File: config.mk
export PLATFORM = sky130hd
export DESIGN_NAME = eth_ipv4_tcp_header_classifier
export DESIGN_NICKNAME = d
export VERILOG_FILES = /design/src/rtl/eitc_pkg.sv /design/src/rtl/eitc_front.sv /design/src/rtl/eitc_queue.sv /design/src/rtl/eitc_back.sv /design/src/rtl/eth_ipv4_tcp_header_classifier.sv
export VERILOG_INCLUDE_DIRS = /design/src /design/src/rtl
export SDC_FILE = /design/constraint.sdc
export NUM_CORES = 1
export LEC_CHECK = 0
export BUFFER_PORTS_ARGS = -buffer_cell sky130_fd_sc_hd__buf_2
export CORE_UTILIZATION = 36
export CTS_CLUSTER_SIZE = 28
export DETAILED_ROUTE_END_ITERATION = 7
export HOLD_SLACK_MARGIN = 0.05
export PLACE_DENSITY = 0.52
export SLEW_MARGIN = 20
export SYNTH_ARGS = -nofsm -noshare
export SYNTH_HDL_FRONTEND = slang
export SYNTH_SLANG_ARGS = --single-unit
File: constraint.sdc
create_clock -name i_clk -period 32.1 [get_ports i_clk]
set_clock_uncertainty 0.2 [all_clocks]
set_input_delay 0 -clock i_clk [delete_from_list [all_inputs] [get_ports i_clk]]
set_output_delay 0 -clock i_clk [all_outputs]
set_load 0.02 [all_outputs]
File: src/rtl/eth_ipv4_tcp_header_classifier_macros.svh
// Assertion macros used by the classifier queue RTL file.
`ifndef ETH_IPV4_TCP_HEADER_CLASSIFIER_MACROS_SVH
`define ETH_IPV4_TCP_HEADER_CLASSIFIER_MACROS_SVH

// Same-cycle implication, clocked on i_clk and disabled while i_rst_n is low.
`define EITC_CHECK(lbl, ante, cons, msg) \
    lbl: assert property (@(posedge i_clk) disable iff (!i_rst_n) (ante) |-> (cons)) \
        else $error(msg);

// Next-cycle implication, clocked on i_clk and disabled while i_rst_n is low.
`define EITC_CHECK_NEXT(lbl, ante, cons, msg) \
    lbl: assert property (@(posedge i_clk) disable iff (!i_rst_n) (ante) |=> (cons)) \
        else $error(msg);

`endif

File: src/rtl/eitc_pkg.sv
// Types and constants shared by the Ethernet/IPv4/TCP header classifier.
package eitc_pkg;

    // Maximum number of VLAN or QinQ tags that are skipped ahead of the ethertype.
    localparam logic [1:0]  MAX_TAGS        = 2'd2;

    localparam logic [15:0] TPID_VLAN       = 16'h8100;
    localparam logic [15:0] TPID_QINQ       = 16'h88A8;
    localparam logic [15:0] ETHERTYPE_IPV4  = 16'h0800;
    localparam logic [4:0]  ETH_HDR_BYTES   = 5'd14;
    localparam logic [3:0]  IPV4_VERSION    = 4'd4;
    localparam logic [7:0]  PROTO_TCP       = 8'd6;
    localparam logic [15:0] FRAG_MASK       = 16'h3FFF;
    localparam logic [5:0]  IP_HDR_MIN      = 6'd20;
    localparam logic [5:0]  TCP_HDR_MIN     = 6'd20;
    localparam logic [15:0] TCP_FLAG_FIN    = 16'h0001;
    localparam logic [15:0] TCP_FLAG_SYN    = 16'h0002;
    localparam logic [15:0] TCP_FLAG_RST    = 16'h0004;

    // Configuration register indexes and reset values.
    localparam int unsigned CFG_INDEX_W     = 1;
    localparam logic [CFG_INDEX_W-1:0] CFG_MAX_FRAME_BYTES = 1'd0;
    localparam logic [CFG_INDEX_W-1:0] CFG_LISTEN_PORT     = 1'd1;
    localparam logic [15:0] MAX_FRAME_RESET = 16'd1522;
    localparam logic [15:0] LISTEN_RESET    = 16'd102;

    typedef enum logic [1:0] {
        VERDICT_ACCEPTED = 2'd0,
        VERDICT_IGNORED  = 2'd1,
        VERDICT_MALFORMED = 2'd2,
        VERDICT_FRAGMENT = 2'd3
    } t_verdict;

    typedef struct packed {
        logic [15:0] max_frame_bytes;
        logic [15:0] listen_port;
    } t_cfg;

    typedef struct packed {
        logic [7:0] data_byte;
        logic       last_byte;
    } t_in_item;

    typedef struct packed {
        t_verdict    verdict;
        logic [31:0] source_ip;
        logic [31:0] dest_ip;
        logic [15:0] source_port;
        logic [15:0] dest_port;
        logic [31:0] seq_number;
        logic        syn_flag;
        logic        fin_flag;
        logic        rst_flag;
        logic [15:0] payload_start;
        logic [15:0] payload_bytes;
    } t_out_item;

    // Header snapshot of one finished frame, handed from the parser to the judge.
    typedef struct packed {
        logic [16:0] frame_len;
        logic [4:0]  ip_start;
        logic [15:0] ether_kind;
        logic [7:0]  version_ihl;
        logic [15:0] ip_total_length;
        logic [15:0] fragment_word;
        logic [7:0]  ip_protocol;
        logic [31:0] source_ip;
        logic [31:0] dest_ip;
        logic [15:0] source_port;
        logic [15:0] dest_port;
        logic [31:0] seq_number;
        logic [15:0] offset_and_flags;
    } t_frame_rec;

endpackage

File: src/rtl/eitc_front.sv
// Byte-level header parser: tracks the frame position and captures header fields.
module eitc_front (
    input  logic                  i_clk,
    input  logic                  i_rst_n,
    input  logic                  i_in_valid,
    input  eitc_pkg::t_in_item    i_in,
    input  logic                  i_full,
    output logic                  o_in_stall,
    output logic                  o_push,
    output eitc_pkg::t_frame_rec  o_rec
);

    logic [15:0] r_pos,   n_pos;
    logic [1:0]  r_tags,  n_tags;
    logic [15:0] r_ether, n_ether;
    logic [4:0]  r_ip_start, n_ip_start;
    logic [7:0]  r_vihl,  n_vihl;
    logic [15:0] r_tot,   n_tot;
    logic [15:0] r_frag,  n_frag;
    logic [7:0]  r_proto, n_proto;
    logic [31:0] r_addr0, n_addr0;
    logic [31:0] r_addr1, n_addr1;
    logic [15:0] r_port0, n_port0;
    logic [15:0] r_port1, n_port1;
    logic [31:0] r_seq,   n_seq;
    logic [15:0] r_oaf,   n_oaf;

    logic        accept;
    logic [7:0]  b;
    logic [15:0] ip16;
    logic [15:0] rel;
    logic [15:0] trel;
    logic [5:0]  ihl;
    logic        in_ip;
    logic        in_tcp;

    assign o_in_stall = i_full;
    assign accept     = i_in_valid && !i_full;
    assign b          = i_in.data_byte;
    assign ip16       = {11'd0, r_ip_start};
    assign rel        = r_pos - ip16;
    assign in_ip      = (r_pos >= ip16);
    assign ihl        = (in_ip && rel == 16'd0) ? {b[3:0], 2'b00} : {r_vihl[3:0], 2'b00};
    assign in_tcp     = in_ip && (rel >= {10'd0, ihl});
    assign trel       = rel - {10'd0, ihl};

    always_comb begin
        n_pos      = (r_pos != 16'hFFFF) ? r_pos + 16'd1 : r_pos;
        n_tags     = r_tags;
        n_ether    = r_ether;
        n_ip_start = r_ip_start;
        n_vihl     = r_vihl;
        n_tot      = r_tot;
        n_frag     = r_frag;
        n_proto    = r_proto;
        n_addr0    = r_addr0;
        n_addr1    = r_addr1;
        n_port0    = r_port0;
        n_port1    = r_port1;
        n_seq      = r_seq;
        n_oaf      = r_oaf;

        // Ethertype (or tag protocol id) sits in the two bytes before the IP start.
        if (r_pos == ip16 - 16'd2) begin
            n_ether = {b, r_ether[7:0]};
        end
        if (r_pos == ip16 - 16'd1) begin
            n_ether = {r_ether[15:8], b};
            if ((n_ether == eitc_pkg::TPID_VLAN || n_ether == eitc_pkg::TPID_QINQ)
                    && r_tags < eitc_pkg::MAX_TAGS) begin
                n_tags     = r_tags + 2'd1;
                n_ip_start = r_ip_start + 5'd4;
            end
        end

        if (in_ip) begin
            if (rel == 16'd0) begin
                n_vihl = b;
            end else if (rel == 16'd2 || rel == 16'd3) begin
                n_tot = {r_tot[7:0], b};
            end else if (rel == 16'd6 || rel == 16'd7) begin
                n_frag = {r_frag[7:0], b};
            end else if (rel == 16'd9) begin
                n_proto = b;
            end else if (rel >= 16'd12 && rel < 16'd16) begin
                n_addr0 = {r_addr0[23:0], b};
            end else if (rel >= 16'd16 && rel < 16'd20) begin
                n_addr1 = {r_addr1[23:0], b};
            end
        end

        // The TCP header follows the IP header; with a zero IHL the two overlap.
        if (in_tcp) begin
            if (trel < 16'd2) begin
                n_port0 = {r_port0[7:0], b};
            end else if (trel < 16'd4) begin
                n_port1 = {r_port1[7:0], b};
            end else if (trel < 16'd8) begin
                n_seq = {r_seq[23:0], b};
            end else if (trel == 16'd12 || trel == 16'd13) begin
                n_oaf = {r_oaf[7:0], b};
            end
        end
    end

    always_comb begin
        o_push                 = accept && i_in.last_byte;
        o_rec.frame_len        = {1'b0, r_pos} + 17'd1;
        o_rec.ip_start         = n_ip_start;
        o_rec.ether_kind       = n_ether;
        o_rec.version_ihl      = n_vihl;
        o_rec.ip_total_length  = n_tot;
        o_rec.fragment_word    = n_frag;
        o_rec.ip_protocol      = n_proto;
        o_rec.source_ip        = n_addr0;
        o_rec.dest_ip          = n_addr1;
        o_rec.source_port      = n_port0;
        o_rec.dest_port        = n_port1;
        o_rec.seq_number       = n_seq;
        o_rec.offset_and_flags = n_oaf;
    end

    always_ff @(posedge i_clk) begin
        if (!i_rst_n || (accept && i_in.last_byte)) begin
            r_pos      <= '0;
            r_tags     <= '0;
            r_ether    <= '0;
            r_ip_start <= eitc_pkg::ETH_HDR_BYTES;
            r_vihl     <= '0;
            r_tot      <= '0;
            r_frag     <= '0;
            r_proto    <= '0;
            r_addr0    <= '0;
            r_addr1    <= '0;
            r_port0    <= '0;
            r_port1    <= '0;
            r_seq      <= '0;
            r_oaf      <= '0;
        end else if (accept) begin
            r_pos      <= n_pos;
            r_tags     <= n_tags;
            r_ether    <= n_ether;
            r_ip_start <= n_ip_start;
            r_vihl     <= n_vihl;
            r_tot      <= n_tot;
            r_frag     <= n_frag;
            r_proto    <= n_proto;
            r_addr0    <= n_addr0;
            r_addr1    <= n_addr1;
            r_port0    <= n_port0;
            r_port1    <= n_port1;
            r_seq      <= n_seq;
            r_oaf      <= n_oaf;
        end
    end

endmodule

File: src/rtl/eitc_queue.sv
// Small FIFO of finished-frame header snapshots between the parser and the judge.
`include "eth_ipv4_tcp_header_classifier_macros.svh"

module eitc_queue #(
    parameter int unsigned DEPTH = 2
) (
    input  logic                  i_clk,
    input  logic                  i_rst_n,
    input  logic                  i_push,
    input  eitc_pkg::t_frame_rec  i_rec,
    input  logic                  i_pop,
    output logic                  o_full,
    output logic                  o_valid,
    output eitc_pkg::t_frame_rec  o_rec
);

    localparam int unsigned PTR_W = (DEPTH > 1) ? $clog2(DEPTH) : 1;
    localparam int unsigned CNT_W = $clog2(DEPTH + 1);
    localparam logic [PTR_W-1:0] LAST_PTR = PTR_W'(DEPTH - 1);

    eitc_pkg::t_frame_rec r_mem [DEPTH];
    logic [PTR_W-1:0] r_wr_ptr;
    logic [PTR_W-1:0] r_rd_ptr;
    logic [CNT_W-1:0] r_count;

    assign o_full  = (r_count == CNT_W'(DEPTH));
    assign o_valid = (r_count != '0);
    assign o_rec   = r_mem[r_rd_ptr];

    always_ff @(posedge i_clk) begin
        if (i_push) begin
            r_mem[r_wr_ptr] <= i_rec;
        end
    end

    always_ff @(posedge i_clk) begin
        if (!i_rst_n) begin
            r_wr_ptr <= '0;
            r_rd_ptr <= '0;
            r_count  <= '0;
        end else begin
            if (i_push) begin
                r_wr_ptr <= (r_wr_ptr == LAST_PTR) ? '0 : r_wr_ptr + PTR_W'(1);
            end
            if (i_pop) begin
                r_rd_ptr <= (r_rd_ptr == LAST_PTR) ? '0 : r_rd_ptr + PTR_W'(1);
            end
            if (i_push && !i_pop) begin
                r_count <= r_count + CNT_W'(1);
            end else if (i_pop && !i_push) begin
                r_count <= r_count - CNT_W'(1);
            end
        end
    end

    `EITC_CHECK(a_count_bound, 1'b1, r_count <= CNT_W'(DEPTH), "queue count above depth")
    `EITC_CHECK(a_no_pop_empty, i_pop, o_valid, "pop from empty queue")
    `EITC_CHECK(a_no_push_full, i_push, !o_full, "push into full queue")
    `EITC_CHECK_NEXT(a_push_shows, i_push && !i_pop, o_valid, "pushed entry not visible")

endmodule

File: src/rtl/eitc_back.sv
// Verdict judge: applies the header checks to one snapshot and registers the result.
module eitc_back (
    input  logic                  i_clk,
    input  logic                  i_rst_n,
    input  eitc_pkg::t_cfg        i_cfg,
    input  logic                  i_rec_valid,
    input  eitc_pkg::t_frame_rec  i_rec,
    output logic                  o_pop,
    output logic                  o_out_valid,
    input  logic                  i_out_stall,
    output eitc_pkg::t_out_item   o_out
);

    logic                r_out_valid;
    eitc_pkg::t_out_item r_out;
    eitc_pkg::t_out_item n_out;
    eitc_pkg::t_verdict  verdict;

    logic [16:0] ip17;
    logic [5:0]  ihl;
    logic [5:0]  doff;
    logic [16:0] iplen;
    logic [15:0] tcplen;

    assign ip17   = {12'd0, i_rec.ip_start};
    assign ihl    = {i_rec.version_ihl[3:0], 2'b00};
    assign doff   = {i_rec.offset_and_flags[15:12], 2'b00};
    assign iplen  = i_rec.frame_len - ip17;
    assign tcplen = i_rec.ip_total_length - {10'd0, ihl};

    // The checks run in a fixed order; the first one that fires decides.
    always_comb begin
        priority if (i_rec.frame_len < 17'd14
                || i_rec.frame_len > {1'b0, i_cfg.max_frame_bytes}) begin
            verdict = eitc_pkg::VERDICT_MALFORMED;
        end else if (i_rec.frame_len < ip17) begin
            verdict = eitc_pkg::VERDICT_MALFORMED;
        end else if (i_rec.ether_kind != eitc_pkg::ETHERTYPE_IPV4) begin
            verdict = eitc_pkg::VERDICT_IGNORED;
        end else if (i_rec.frame_len < ip17 + 17'(eitc_pkg::IP_HDR_MIN)) begin
            verdict = eitc_pkg::VERDICT_MALFORMED;
        end else if (i_rec.version_ihl[7:4] != eitc_pkg::IPV4_VERSION) begin
            verdict = eitc_pkg::VERDICT_IGNORED;
        end else if (ihl < eitc_pkg::IP_HDR_MIN || iplen < {11'd0, ihl}) begin
            verdict = eitc_pkg::VERDICT_MALFORMED;
        end else if (i_rec.ip_total_length < {10'd0, ihl}
                || iplen < {1'b0, i_rec.ip_total_length}) begin
            verdict = eitc_pkg::VERDICT_MALFORMED;
        end else if (i_rec.ip_protocol != eitc_pkg::PROTO_TCP) begin
            verdict = eitc_pkg::VERDICT_IGNORED;
        end else if ((i_rec.fragment_word & eitc_pkg::FRAG_MASK) != 16'd0) begin
            verdict = eitc_pkg::VERDICT_FRAGMENT;
        end else if (tcplen < 16'(eitc_pkg::TCP_HDR_MIN)) begin
            verdict = eitc_pkg::VERDICT_MALFORMED;
        end else if (i_rec.source_port != i_cfg.listen_port
                && i_rec.dest_port != i_cfg.listen_port) begin
            verdict = eitc_pkg::VERDICT_IGNORED;
        end else if (doff < eitc_pkg::TCP_HDR_MIN || {10'd0, doff} > tcplen) begin
            verdict = eitc_pkg::VERDICT_MALFORMED;
        end else begin
            verdict = eitc_pkg::VERDICT_ACCEPTED;
        end
    end

    always_comb begin
        n_out         = '0;
        n_out.verdict = verdict;
        if (verdict == eitc_pkg::VERDICT_ACCEPTED) begin
            n_out.source_ip     = i_rec.source_ip;
            n_out.dest_ip       = i_rec.dest_ip;
            n_out.source_port   = i_rec.source_port;
            n_out.dest_port     = i_rec.dest_port;
            n_out.seq_number    = i_rec.seq_number;
            n_out.syn_flag      = (i_rec.offset_and_flags & eitc_pkg::TCP_FLAG_SYN) != 16'd0;
            n_out.fin_flag      = (i_rec.offset_and_flags & eitc_pkg::TCP_FLAG_FIN) != 16'd0;
            n_out.rst_flag      = (i_rec.offset_and_flags & eitc_pkg::TCP_FLAG_RST) != 16'd0;
            n_out.payload_start = {11'd0, i_rec.ip_start} + {10'd0, ihl} + {10'd0, doff};
            n_out.payload_bytes = tcplen - {10'd0, doff};
        end
    end

    assign o_pop       = i_rec_valid && (!r_out_valid || !i_out_stall);
    assign o_out_valid = r_out_valid;
    assign o_out       = r_out;

    always_ff @(posedge i_clk) begin
        if (!i_rst_n) begin
            r_out_valid <= 1'b0;
        end else if (!r_out_valid || !i_out_stall) begin
            r_out_valid <= i_rec_valid;
        end
    end

    always_ff @(posedge i_clk) begin
        if (o_pop) begin
            r_out <= n_out;
        end
    end

endmodule

File: src/rtl/eth_ipv4_tcp_header_classifier.sv
// Top level of the Ethernet/IPv4/TCP header classifier.
//
// The block takes an Ethernet frame one byte per transfer, starting at the
// destination MAC, with the final byte flagged by last_byte. It skips up to
// two VLAN (0x8100) or QinQ (0x88A8) tags and gives exactly one result
// transfer per frame, carrying a verdict (accepted, ignored, malformed, or
// dropped as an IPv4 fragment) and, for accepted frames only, the IPv4
// addresses, TCP ports, sequence number, SYN/FIN/RST flags, payload offset
// and payload length; every other field is zero. A frame is accepted only if
// its source or destination port matches the listen_port register. The input
// side takes one byte every clock cycle while the snapshot queue is not full.
// A byte-level parser on the front captures header fields at line rate and,
// at the last byte, pushes a header snapshot into a QUEUE_DEPTH-entry queue.
// A judge on the back applies the checks to the oldest snapshot and loads
// the verdict into an output register whenever that register is empty or
// not stalled, so a stalled output holds only the queue; input stall rises
// only while the queue is full of frames whose verdicts are pending.
// Configuration registers (index 0 max_frame_bytes, index 1 listen_port) are
// written through a simple write port and should be changed only while no
// frame is in flight.
module eth_ipv4_tcp_header_classifier #(
    parameter int unsigned QUEUE_DEPTH = 2
) (
    input  logic                                  i_clk,
    input  logic                                  i_rst_n,

    input  logic                                  i_in_valid,
    output logic                                  o_in_stall,
    input  eitc_pkg::t_in_item                    i_in,

    output logic                                  o_out_valid,
    input  logic                                  i_out_stall,
    output eitc_pkg::t_out_item                   o_out,

    input  logic                                  i_cfg_we,
    input  logic [eitc_pkg::CFG_INDEX_W-1:0]      i_cfg_index,
    input  logic [15:0]                           i_cfg_data
);

    eitc_pkg::t_cfg       r_cfg;
    eitc_pkg::t_frame_rec push_rec;
    eitc_pkg::t_frame_rec head_rec;
    logic                 push;
    logic                 pop;
    logic                 full;
    logic                 head_valid;

    // Configuration registers. Both register indexes are decoded; a write
    // simply replaces the whole register.
    always_ff @(posedge i_clk) begin
        if (!i_rst_n) begin
            r_cfg.max_frame_bytes <= eitc_pkg::MAX_FRAME_RESET;
            r_cfg.listen_port     <= eitc_pkg::LISTEN_RESET;
        end else if (i_cfg_we) begin
            unique case (i_cfg_index)
                eitc_pkg::CFG_MAX_FRAME_BYTES: begin
                    r_cfg.max_frame_bytes <= i_cfg_data;
                end
                eitc_pkg::CFG_LISTEN_PORT: begin
                    r_cfg.listen_port <= i_cfg_data;
                end
                default: begin
                    r_cfg <= r_cfg;
                end
            endcase
        end
    end

    // Front: per-byte parser. It never waits on the output side directly,
    // only on free room in the snapshot queue.
    eitc_front u_front (
        .i_clk      (i_clk),
        .i_rst_n    (i_rst_n),
        .i_in_valid (i_in_valid),
        .i_in       (i_in),
        .i_full     (full),
        .o_in_stall (o_in_stall),
        .o_push     (push),
        .o_rec      (push_rec)
    );

    // Queue of header snapshots that decouples the parser from the judge.
    eitc_queue #(
        .DEPTH (QUEUE_DEPTH)
    ) u_queue (
        .i_clk   (i_clk),
        .i_rst_n (i_rst_n),
        .i_push  (push),
        .i_rec   (push_rec),
        .i_pop   (pop),
        .o_full  (full),
        .o_valid (head_valid),
        .o_rec   (head_rec)
    );

    // Back: verdict logic and the registered result transfer.
    eitc_back u_back (
        .i_clk       (i_clk),
        .i_rst_n     (i_rst_n),
        .i_cfg       (r_cfg),
        .i_rec_valid (head_valid),
        .i_rec       (head_rec),
        .o_pop       (pop),
        .o_out_valid (o_out_valid),
        .i_out_stall (i_out_stall),
        .o_out       (o_out)
    );

endmodule
==> results of run 1 <==
-- synthesized netlist by cell type, types with 18 or more instances --
master    count
a21boi_0     25
a21oi_1      88
buf_2        58
buf_4        18
clkbuf_1     97
dfxtp_1     260
edfxtp_1    590
ha_1         70
inv_1        62
mux2_1       22
mux2_2      194
mux2i_1     299
nand2_1     249
nand3_1      36
nor2_1      207
nor3_1       39
nor4_1      127
nor4_2       55
o21ai_0      33
xnor2_1      77
xor2_1       24
-- routing by layer --
layer | GRT usage | vias up | wire length [um] | share of wire
met4 | 0.0584 | 2 | 2490 | 0.026
met3 | 0.0296 | 147 | 4540 | 0.047
met2 | 0.300 | 517 | 46200 | 0.48
li1 | - | 11100 | - | -
met5 | 0 | - | 13 | 0.00013
met1 | 0.239 | 11800 | 43300 | 0.45
-- cells in the final DEF (no fill, tap or decap), types with 9 or more instances in the layout --
cell type | synthesis | final
dfxtp_1 | 260 | 259
clkinv_1 | 2 | 10
buf_4 | 18 | 35
a21oi_1 | 88 | 88
nand2b_1 | 14 | 14
bufinv_16 | 0 | 10
xnor2_1 | 77 | 77
clkbuf_1 | 97 | 18
clkbuf_16 | 0 | 98
nor2_1 | 207 | 204
conb_1 | 1 | 9
dlygate4sd3_1 | 0 | 71
or3_1 | 13 | 13
inv_1 | 62 | 61
nand2_1 | 249 | 248
a21boi_0 | 25 | 25
mux2_1 | 22 | 22
edfxtp_1 | 590 | 590
a31oi_1 | 11 | 10
nor2b_1 | 12 | 11
mux2i_1 | 299 | 299
nor4_1 | 127 | 126
ha_1 | 70 | 70
and2_1 | 11 | 10
xor2_1 | 24 | 24
mux2_2 | 194 | 194
a211oi_1 | 12 | 11
nor4_2 | 55 | 55
clkinv_2 | 0 | 21
buf_2 | 58 | 188
o21ai_0 | 33 | 33
o211ai_1 | 14 | 14
nand3_1 | 36 | 36
nor3_1 | 39 | 37
a21o_1 | 13 | 12
nand4_1 | 14 | 14
-- kinds of logic (layout without fill, tap and decap cells) --
family | after synthesis | after routing | synth area share
multiplexers | 517 | 517 | 0.145
other | 1 | 13 | 0.0000996
adder cells (fa/ha/maj) | 78 | 78 | 0.0275
flip-flops | 850 | 850 | 0.609
AND/OR/NAND/NOR | 830 | 830 | 0.119
XOR/XNOR | 102 | 102 | 0.0241
buffers and inverters | 254 | 538 | 0.0304
AO/OA/AOI/OAI | 255 | 255 | 0.0458
-- flip-flops by register name, indices dropped and copies added, names as in the netlist, named ones only --
| register | count |
|---|---|
| u_queue.r_mem | 434 |
| u_front.r_port0 | 16 |
| u_queue.r_wr_ptr | 1 |
| u_front.r_addr1 | 32 |
| u_front.r_frag | 14 |
| u_front.r_tags | 2 |
| u_back.o_out_valid | 1 |
| u_front.r_addr0 | 32 |
| u_front.r_port1 | 16 |
| u_front.r_ether | 16 |
| u_front.r_vihl | 8 |
| r_cfg | 32 |
| u_back.o_out | 156 |
| u_front.r_proto | 8 |
| u_front.r_tot | 16 |
| u_queue.r_count | 2 |
| u_front.r_ip_start | 3 |
| u_queue.r_rd_ptr | 1 |
| u_front.r_oaf | 7 |
| u_front.r_seq | 32 |
| u_front.r_pos | 16 |
-- through the flow --
step / total power, mW / cell area, um2
finish: 3.19 / 43900
global route: 3.33 / 43800
CTS: 3.23 / 43800
detailed placement: 2.11 / 39900
global placement: 2.10 / 39900
floorplan: 1.87 / 37700
-- final cells by class --
type / count / area [um2] / share of cell area
diodes: 4 / 10.0 / 0.000228
multi-input cells: 1791 / 13700 / 0.313
flip-flops and latches: 850 / 22900 / 0.523
clock buffers: 124 / 2630 / 0.0600
clock inverters: 51 / 599 / 0.0137
repair buffers: 298 / 1990 / 0.0454
inverters: 65 / 249 / 0.00568
well taps: 1380 / 1730 / 0.0394
-- worst min-delay path by stage --
stage,to,cells after the start,start,slack [ns]
final,r_cfg[17],3,i_rst_n,0.23
after global routing,r_cfg[20],3,i_rst_n,0.25
after CTS,r_cfg[31],5,i_cfg_we,0.19
after detailed placement,r_cfg[6],3,i_cfg_data[6],0.06
after global placement,r_cfg[6],3,i_cfg_data[6],0.07
after floorplan,r_cfg[1],2,i_cfg_data[1],-0.08
-- where the power goes --
| part | switching [mW] | internal, mW | leakage [nW] |
|---|---|---|---|
| registers | 0.0577 | 1.32 | 7.74 |
| logic | 0.479 | 0.221 | 5.79 |
| clock network | 0.447 | 0.662 | 1.59 |
| total | 0.983 | 2.21 | 15.1 |
-- critical path, stage by stage, from the launching register on --
cell	delay, ns
dfxtp_1	0.34
inv_1	0.12
ha_1	0.38
a211o_1	0.38
a21oi_1	0.40
nand3_1	0.19
a31oi_2	0.52
nand3_1	0.12
or3_1	0.40
nor2_1	0.81
mux2_2	0.42
ha_1	0.21
fa_1	0.41
nor2b_1	0.18
o21ai_0	0.13
nor2b_1	0.19
or4_1	0.53
a21bo_2	0.29
a2111oi_4	0.55
nor2b_4	0.94
mux2_2	0.44
==> impl_metrics.yaml, run 1 <==
run_status:
  status: "completed"
synth:
  synth-async-reset-ratio: 0
  synth_warnings: 0
  synth_edf_count: 590
  synthCells: 2887
  yosys_most_used_dff: "edfxtp_1"
  synth_top_cell_by_area: "edfxtp_1"
  ys_ff_latch: 850
  yosysUniqueCellTypes: 87
  avgSynthCellArea_um2: 13.0
  synth.cell_area_um2: 37700
  synth_area_leaders: "edfxtp_1 (47%), dfxtp_1 (14%), mux2i_1 (7.9%)"
  synth_top_area_share: 0.470
  yosysSeqAreaShare: 0.609
global_routing:
  grt_usage: 0.180
  grt_first_pass_wirelength_um: 147000
  grt_antenna_before_repair: 7
  grt_max_degree: 168
  grt_overflow: 0
  grt_pass1_vias: 24000
worst_setup_path:
  start_kind: "register"
  rr_endpoint: "u_queue.r_mem[0][25]"
  crit_end: "u_queue.r_mem[0][25]"
  cp_max_fo: 32
  reg2reg_depth: 20
  ff2ff_setup_slack_ns: 23.68
  critical_path_arrival_ns: 8.62
  required_ns: 32.30
  crit_start: "u_front.r_ip_start[2]"
  endpoint_kind: "register"
  critPathKind: "register to register"
  reg2reg_from: "u_front.r_ip_start[2]"
cells_and_area:
  drive_gt1_frac: 0.210
  nFillCells: 9526
  nNetsFinal: 3208
  syn2layout_area_growth_pct: 16.5
  fin_cells: 4563
  final_util: 0.423
sta:
  setup_slack_ns: 23.68
  finalSetupViolCount: 0
  worstMarginPinSlew_ns: 1.15
  drv_slew: 0
  tns_ns: 0
  max_freq_ghz: 0.119
  hold_viol: 0
  rsz0062_at_grt: "no"
  min_period_ns: 8.42
  hold_slack_ns: 0.228
  min_period_over_period: 0.262
  relSlewSlack: 0.232
drt:
  drtIter0Drc: 1596
  drcViolationCount: 0
  vias: 23600
  wl_um: 96500
  ant_nets: 0
  viasPerCell: 5.17
  wl_per_cell_um: 21.2
  drt_first_pass_iters: 8
power_and_ir_drop:
  ir_drop_mv: 0.0468
  power_density_nw_per_um2: 72.7
  leakage_nw: 15.1
floorplanning:
  core_um2: 104000
  dieWidth_um: 325
  dieArea_um2: 106000
  die-height_um: 325
  row_count: 118
  initial_core_util: 0.363
  num_io_pins: 198
placement:
  hpwlAfterDp_um: 61300
  dp_cells: 4312
  numPortBuffers: 188
  dp_slack_ns: 23.65
  globalplace.congestion: 0.846
clock_tree:
  root_buffer: "clkbuf_16"
  cts_hold_buf: 71
  htreeDepth: 3
  clock-sinks: 850
  ctsResizeCount: 0
  worstSkewPairLatency_ns: 0.66
  clkTransAtPathRegs_ns: 0.06
  cts_tree: "built"
  cts_buffers: 93
  cts_setup_buffers: 0
  clock_path_buffers: 3
min_path:
  hp-class: "input pin to register"
job:
  max_cap_viol_count: 0
No activity file was read; power rests on OpenSTA's default activity.
==> run 2, diff against run 1 <==
- clock period: 32.1 -> 7.9 ns (I/O delays scaled with it)
==> run 2 against run 1 <==
Utilization is 0.093 points higher. Worst hold slack worse by 0.030 ns. Power grew to 4.1 times the previous value. Routed wire length is 0.27% lower. Highest routed layer is now met4. Maximum frequency is 15% higher. First-iteration DRC count is 0.44% higher. Sequential share of layout area is 0.11 points lower. Largest power group unchanged. Sequential cell count stayed put. Setup slack worse by 23 ns. Register-to-register slack worse by 23 ns.
==> impl_metrics.yaml, run 2 (synthesized netlist as in run 1, its figures left out) <==
cells_and_area:
  final_area_um2: 44000
  syn2layout_area_growth_pct: 16.7
  final_common_cell: "edfxtp_1"
  nNetsFinal: 3205
  layout_common_cells: "edfxtp_1 (590), mux2i_1 (299), dfxtp_1 (259)"
  drive_gt1_frac: 0.215
  regMostFlops: "u_queue.r_mem"
  largest_reg_flops: 434
floorplanning:
  initial_core_util: 0.363
  dieArea_um2: 106000
  die-height_um: 325
  row_count: 118
  core_um2: 104000
  dieWidth_um: 325
  num_io_pins: 198
global_routing:
  grt_pass1_vias: 24100
  grt_usage: 0.180
  grt_max_degree: 178
  grt_first_pass_wirelength_um: 147000
  grt_antenna_before_repair: 4
  grt_overflow: 0
clock_tree:
  root_buffer: "clkbuf_16"
  cts_setup_buffers: 0
  clkTransAtPathRegs_ns: 0.06
  clock_path_buffers: 3
  htreeDepth: 3
  clock-sinks: 850
  cts_buffers: 94
  ctsResizeCount: 0
  cts_tree: "built"
  worstSkewPairLatency_ns: 0.67
placement:
  postPlaceCellArea_um2: 40000
  numPortBuffers: 188
  dp_slack_ns: 0.568
  globalplace.congestion: 0.836
  hpwlAfterDp_um: 61200
drt:
  ant_nets: 0
  vias: 23500
  wl_per_cell_um: 21.1
  drtIter0Drc: 1603
  viasPerCell: 5.15
  wl_um: 96300
  drt_first_pass_iters: 5
  drcViolationCount: 0
min_path:
  hp-class: "input pin to register"
power_and_ir_drop:
  power_frac_clock: 0.351
  leakage_nw: 15.2
  p_comb_frac: 0.218
  ir_drop_mv: 0.205
  seq_power_share: 0.431
  power_density_nw_per_um2: 296
  switching_power_mw: 4.01
  power_switching_share: 0.309
  intPower_mw: 8.98
sta:
  min_period_ns: 7.30
  drv_slew: 0
  worstMarginPinSlew_ns: 1.10
  finalSetupViolCount: 0
  max_freq_ghz: 0.137
  relSlewSlack: 0.268
  min_period_over_period: 0.924
  setup_slack_ns: 0.601
  tns_ns: 0
  rsz0062_at_grt: "no"
  hold_viol: 0
worst_setup_path:
  critPathKind: "register to register"
  endpoint_kind: "register"
  required_ns: 8.11
  start_kind: "register"
  critical_path_arrival_ns: 7.51
  cp_max_fo: 32
job:
  max_cap_viol_count: 0
run_status:
  status: "completed"
[run 2: cell count changes in the layout (fill, tap and decap cells not counted), sizes merged, moves of 3 or more]
cell         previous run  this run
diode                   4         1
dlygate4sd3            71        63
buf                   227       231
clkinv                 35        42
clkbuf                124       117
clkinvlp                2         6
[run 2: worst max-delay path, stage by stage, from the launching register on]
cell and delay (ns):
dfxtp_1 0.51, fa_1 0.53, a21o_1 0.26, a21oi_1 0.37, a31oi_1 0.17, a31oi_2 0.52, nand3_1 0.13, or3_1 0.41
nor2_1 0.16, buf_4 0.24, mux2_2 0.37, fa_1 0.44, nor2b_1 0.16, o21ai_0 0.11, nor2b_1 0.18, or4_1 0.52
a21bo_2 0.30, a2111oi_4 0.57, nor2b_4 0.30, buf_12 0.24, mux2_2 0.38
[run 2: per-stage QoR]
| step | instances | power [mW] | hold WS [ns] | util |
|---|---|---|---|---|
| final | 4559 | 13.0 | 0.198 | 0.424 |
| after CTS | 4557 | 13.2 | 0.163 | 0.424 |
| after global routing | 4558 | 13.6 | 0.252 | 0.424 |
| after detailed placement | 4316 | 8.53 | 0.0619 | 0.386 |
| after global placement | 4316 | 8.49 | 0.0685 | 0.386 |
| after floorplan | 2895 | 7.55 | -0.0758 | - |
[run 2: worst paths after layout]
path / startpoint / to / slack (ns) / depth (start not counted)
hold reg to reg: u_front.r_addr0[24] / u_front.r_addr0[24] / 0.25 / 2
setup reg to reg: u_front.r_pos[1] / u_queue.r_mem[1][41] / 0.60 / 20
setup / recovery: u_front.r_pos[1] / u_queue.r_mem[1][41] / 0.60 / 20
hold / removal: i_rst_n / r_cfg[1] / 0.20 / 3
[run 2: layer usage]
metal	track usage	vias to the layer above	routed length, um
met5	0	-	0
met4	0.0606	0	2590
met3	0.0243	146	3600
met2	0.303	471	46500
met1	0.239	11700	43600
li1	-	11100	-
[run 2: timing repair]
action                     4_1_cts  5_1_grt
setup endpoints to repair        0        0
hold buffers                    63        0
hold endpoints to repair       265        0
[run 2: final cells by class]
cell class                 count  area [um2]
fill                        9512       59700
sequential                   850       22900
multi-input combinational   1791       13700
clock buffer                 117        2590
timing repair buffer         294        2020
tap                         1380        1730
clock inverter                61         711
inverter                      65         249
antenna                        1        2.50
[run 2: power groups by stage]
stage / Combinational [mW] / Sequential (mW) / Clock [mW]
2_1_floorplan: 1.43 / 6.12 / 0
3_3_place_gp: 2.80 / 5.69 / 0
5_1_grt: 3.06 / 5.65 / 4.84
4_1_cts: 2.87 / 5.61 / 4.68
3_5_place_dp: 2.83 / 5.70 / 0
6_report: 2.83 / 5.60 / 4.57
==> run 3, diff against run 2 <==
- CELL_PAD_IN_SITES_DETAIL_PLACEMENT: default -> 0
- CELL_PAD_IN_SITES_GLOBAL_PLACEMENT: default -> 1
- CORE_ASPECT_RATIO: default -> 0.6
- PLACE_DENSITY: 0.52 -> 0.6
==> run 3 against run 2 <==
Sequential share of layout area is 0.45 points higher. Die area hardly changed. Combinational power is 2% higher. Largest cell class unchanged. Largest power group unchanged. Highest routed layer unchanged.
==> impl_metrics.yaml, run 3 (synthesized netlist as in run 1, its figures left out) <==
run_status:
  status: "completed"
floorplanning:
  dieWidth_um: 420
  num_io_pins: 198
  die-height_um: 253
  dieArea_um2: 106000
  initial_core_util: 0.365
  core_um2: 103000
  row_count: 91
global_routing:
  grt_first_pass_wirelength_um: 146000
  grt_antenna_before_repair: 0
  grt_overflow: 0
  grt_max_degree: 168
  grt_usage: 0.183
  grt_pass1_vias: 23200
job:
  max_cap_viol_count: 0
cells_and_area:
  nFillCells: 9616
  nNetsFinal: 3207
  final_common_cell: "edfxtp_1"
  syn2layout_area_growth_pct: 15.7
  regMostFlops: "u_queue.r_mem"
  largest_reg_flops: 434
  final_util: 0.422
  layout_common_cells: "edfxtp_1 (590), mux2i_1 (299), dfxtp_1 (259)"
  drive_gt1_frac: 0.204
worst_setup_path:
  critical_path_arrival_ns: 7.64
  critPathMaxStageDelay_ns: 0.53
  cp_num_buf_inv: 2
  required_ns: 8.11
  reg2reg_depth: 21
  start_kind: "register"
  reg2reg_from: "u_front.r_ip_start[2]"
  ff2ff_setup_slack_ns: 0.47
  critPathKind: "register to register"
  endpoint_kind: "register"
  rr_endpoint: "u_queue.r_mem[0][25]"
  cp_max_fo: 32
  cp_top_family: "simple AND/OR/NAND/NOR gates"
  crit_path_top_delay_cell: "or4_1"
  path_cells: "inv_1, fa_1, a21o_1, a21oi_1, nand3_1, o311ai_2, nand3_1, or3_1, nor2_1, mux2_2, ha_1, fa_1, nor2b_1, o21ai_0, nor2b_1, or4_1, a21bo_2, a2111oi_4, nor2b_2, buf_12, mux2_2"
min_path:
  hp-class: "input pin to register"
  min_delay_path_depth: 3
  hold_end: "r_cfg[5]"
  hp-start: "i_rst_n"
power_and_ir_drop:
  total_power_mw: 12.6
  power_frac_clock: 0.330
  ir_drop_mv: 0.184
  switching_power_mw: 3.95
  intPower_mw: 8.68
  power_density_nw_per_um2: 290
  seq_power_share: 0.442
  power_switching_share: 0.313
  p_comb_frac: 0.228
  leakage_nw: 15.0
drt:
  drtIter0Drc: 1571
  wl_um: 98500
  drcViolationCount: 0
  wl_per_cell_um: 21.6
  vias: 23500
  viasPerCell: 5.15
  drt_first_pass_iters: 5
  ant_nets: 0
clock_tree:
  clock_path_buffers: 3
  cts_tree: "built"
  root_buffer: "clkbuf_16"
  worstSkewPairLatency_ns: 0.68
  clock-sinks: 850
  cts_buffers: 85
  clkTransAtPathRegs_ns: 0.06
  htreeDepth: 3
  cts_setup_buffers: 0
sta:
  min_period_ns: 7.43
  tns_ns: 0
  min_period_over_period: 0.940
  hold_viol: 0
  drv_slew: 0
  rsz0062_at_grt: "no"
  finalSetupViolCount: 0
  max_freq_ghz: 0.135
  worstMarginPinSlew_ns: 1.16
  relSlewSlack: 0.223
placement:
  globalplace.congestion: 0.860
  numPortBuffers: 188
  hpwlAfterDp_um: 64500
-- run 3: cell types whose count changed in the layout (fill, tap and decap cells not counted), moves of 4 or more --
cell / previous run / this run
clkinv_2: 22 / 13
clkbuf_8: 11 / 4
dlygate4sd3_1: 63 / 69
clkinv_4: 4 / 0
buf_4: 33 / 41
clkbuf_1: 10 / 26
clkinvlp_4: 6 / 1
clkbuf_16: 96 / 87
buf_12: 10 / 6
-- run 3: area by class of cell --
cell class	count	area, um2	area share
Timing Repair Buffer	305	2090	0.0479
Inverter	65	249	0.00571
Multi-Input combinational cell	1791	13700	0.315
Antenna cell	3	7.51	0.000172
Sequential cell	850	22900	0.526
Clock buffer	117	2330	0.0535
Tap cell	1395	1750	0.0401
Clock inverter	42	522	0.0120
-- run 3: metal layers --
layer | GRT usage | vias up | share of wire
met5 | 0 | - | 0
met4 | 0.0385 | 0 | 0.016
met3 | 0.0484 | 107 | 0.062
met2 | 0.266 | 563 | 0.43
met1 | 0.271 | 11700 | 0.49
li1 | - | 11100 | -
-- run 3: worst max path at each step --
stage | cells after the start | to | from
6_report | 21 | u_queue.r_mem[0][25] | u_front.r_ip_start[2]
5_1_grt | 21 | u_queue.r_mem[1][19] | u_front.r_ip_start[2]
4_1_cts | 21 | u_queue.r_mem[1][19] | u_front.r_ip_start[2]
3_5_place_dp | 21 | u_queue.r_mem[1][41] | u_front.r_ip_start[2]
3_3_place_gp | 21 | u_queue.r_mem[0][33] | u_front.r_ip_start[2]
2_1_floorplan | 5 | u_queue.r_mem[0][0] | u_queue.r_count[0]
-- run 3: tightest hold or removal path: cells and delay by family --
| kind | cells | cell delay, ns |
|---|---|---|
| buffers and inverters | 2 | 0.87 |
| and+or+nand+nor | 1 | 0.15 |
-- run 3: power groups by stage --
| stage | sequential [mW] | clock, mW | combinational (mW) |
|---|---|---|---|
| 2_1_floorplan | 6.12 | 0 | 1.43 |
| 3_3_place_gp | 5.67 | 0 | 2.83 |
| 3_5_place_dp | 5.68 | 0 | 2.85 |
| 4_1_cts | 5.59 | 4.29 | 2.89 |
| 5_1_grt | 5.63 | 4.45 | 3.09 |
| 6_report | 5.58 | 4.17 | 2.88 |
-- run 3: metrics by stage --
stage | std cells | worst slack (ns) | hold slack, ns | cell area, um2
final | 4568 | 0.471 | 0.197 | 43600
after global routing | 4565 | 0.0574 | 0.218 | 43600
after global placement | 4336 | 0.618 | 0.0805 | 40000
after CTS | 4564 | 0.507 | 0.145 | 43500
after floorplan | 2895 | 0.483 | -0.0758 | 37700
after detailed placement | 4336 | 0.532 | 0.0833 | 40000
-- run 3: timing repair --
item,4_1_cts,5_1_grt
gates resized for setup,0,0
hold endpoints to repair,292,0
hold buffers,69,0
setup endpoints to repair,0,0
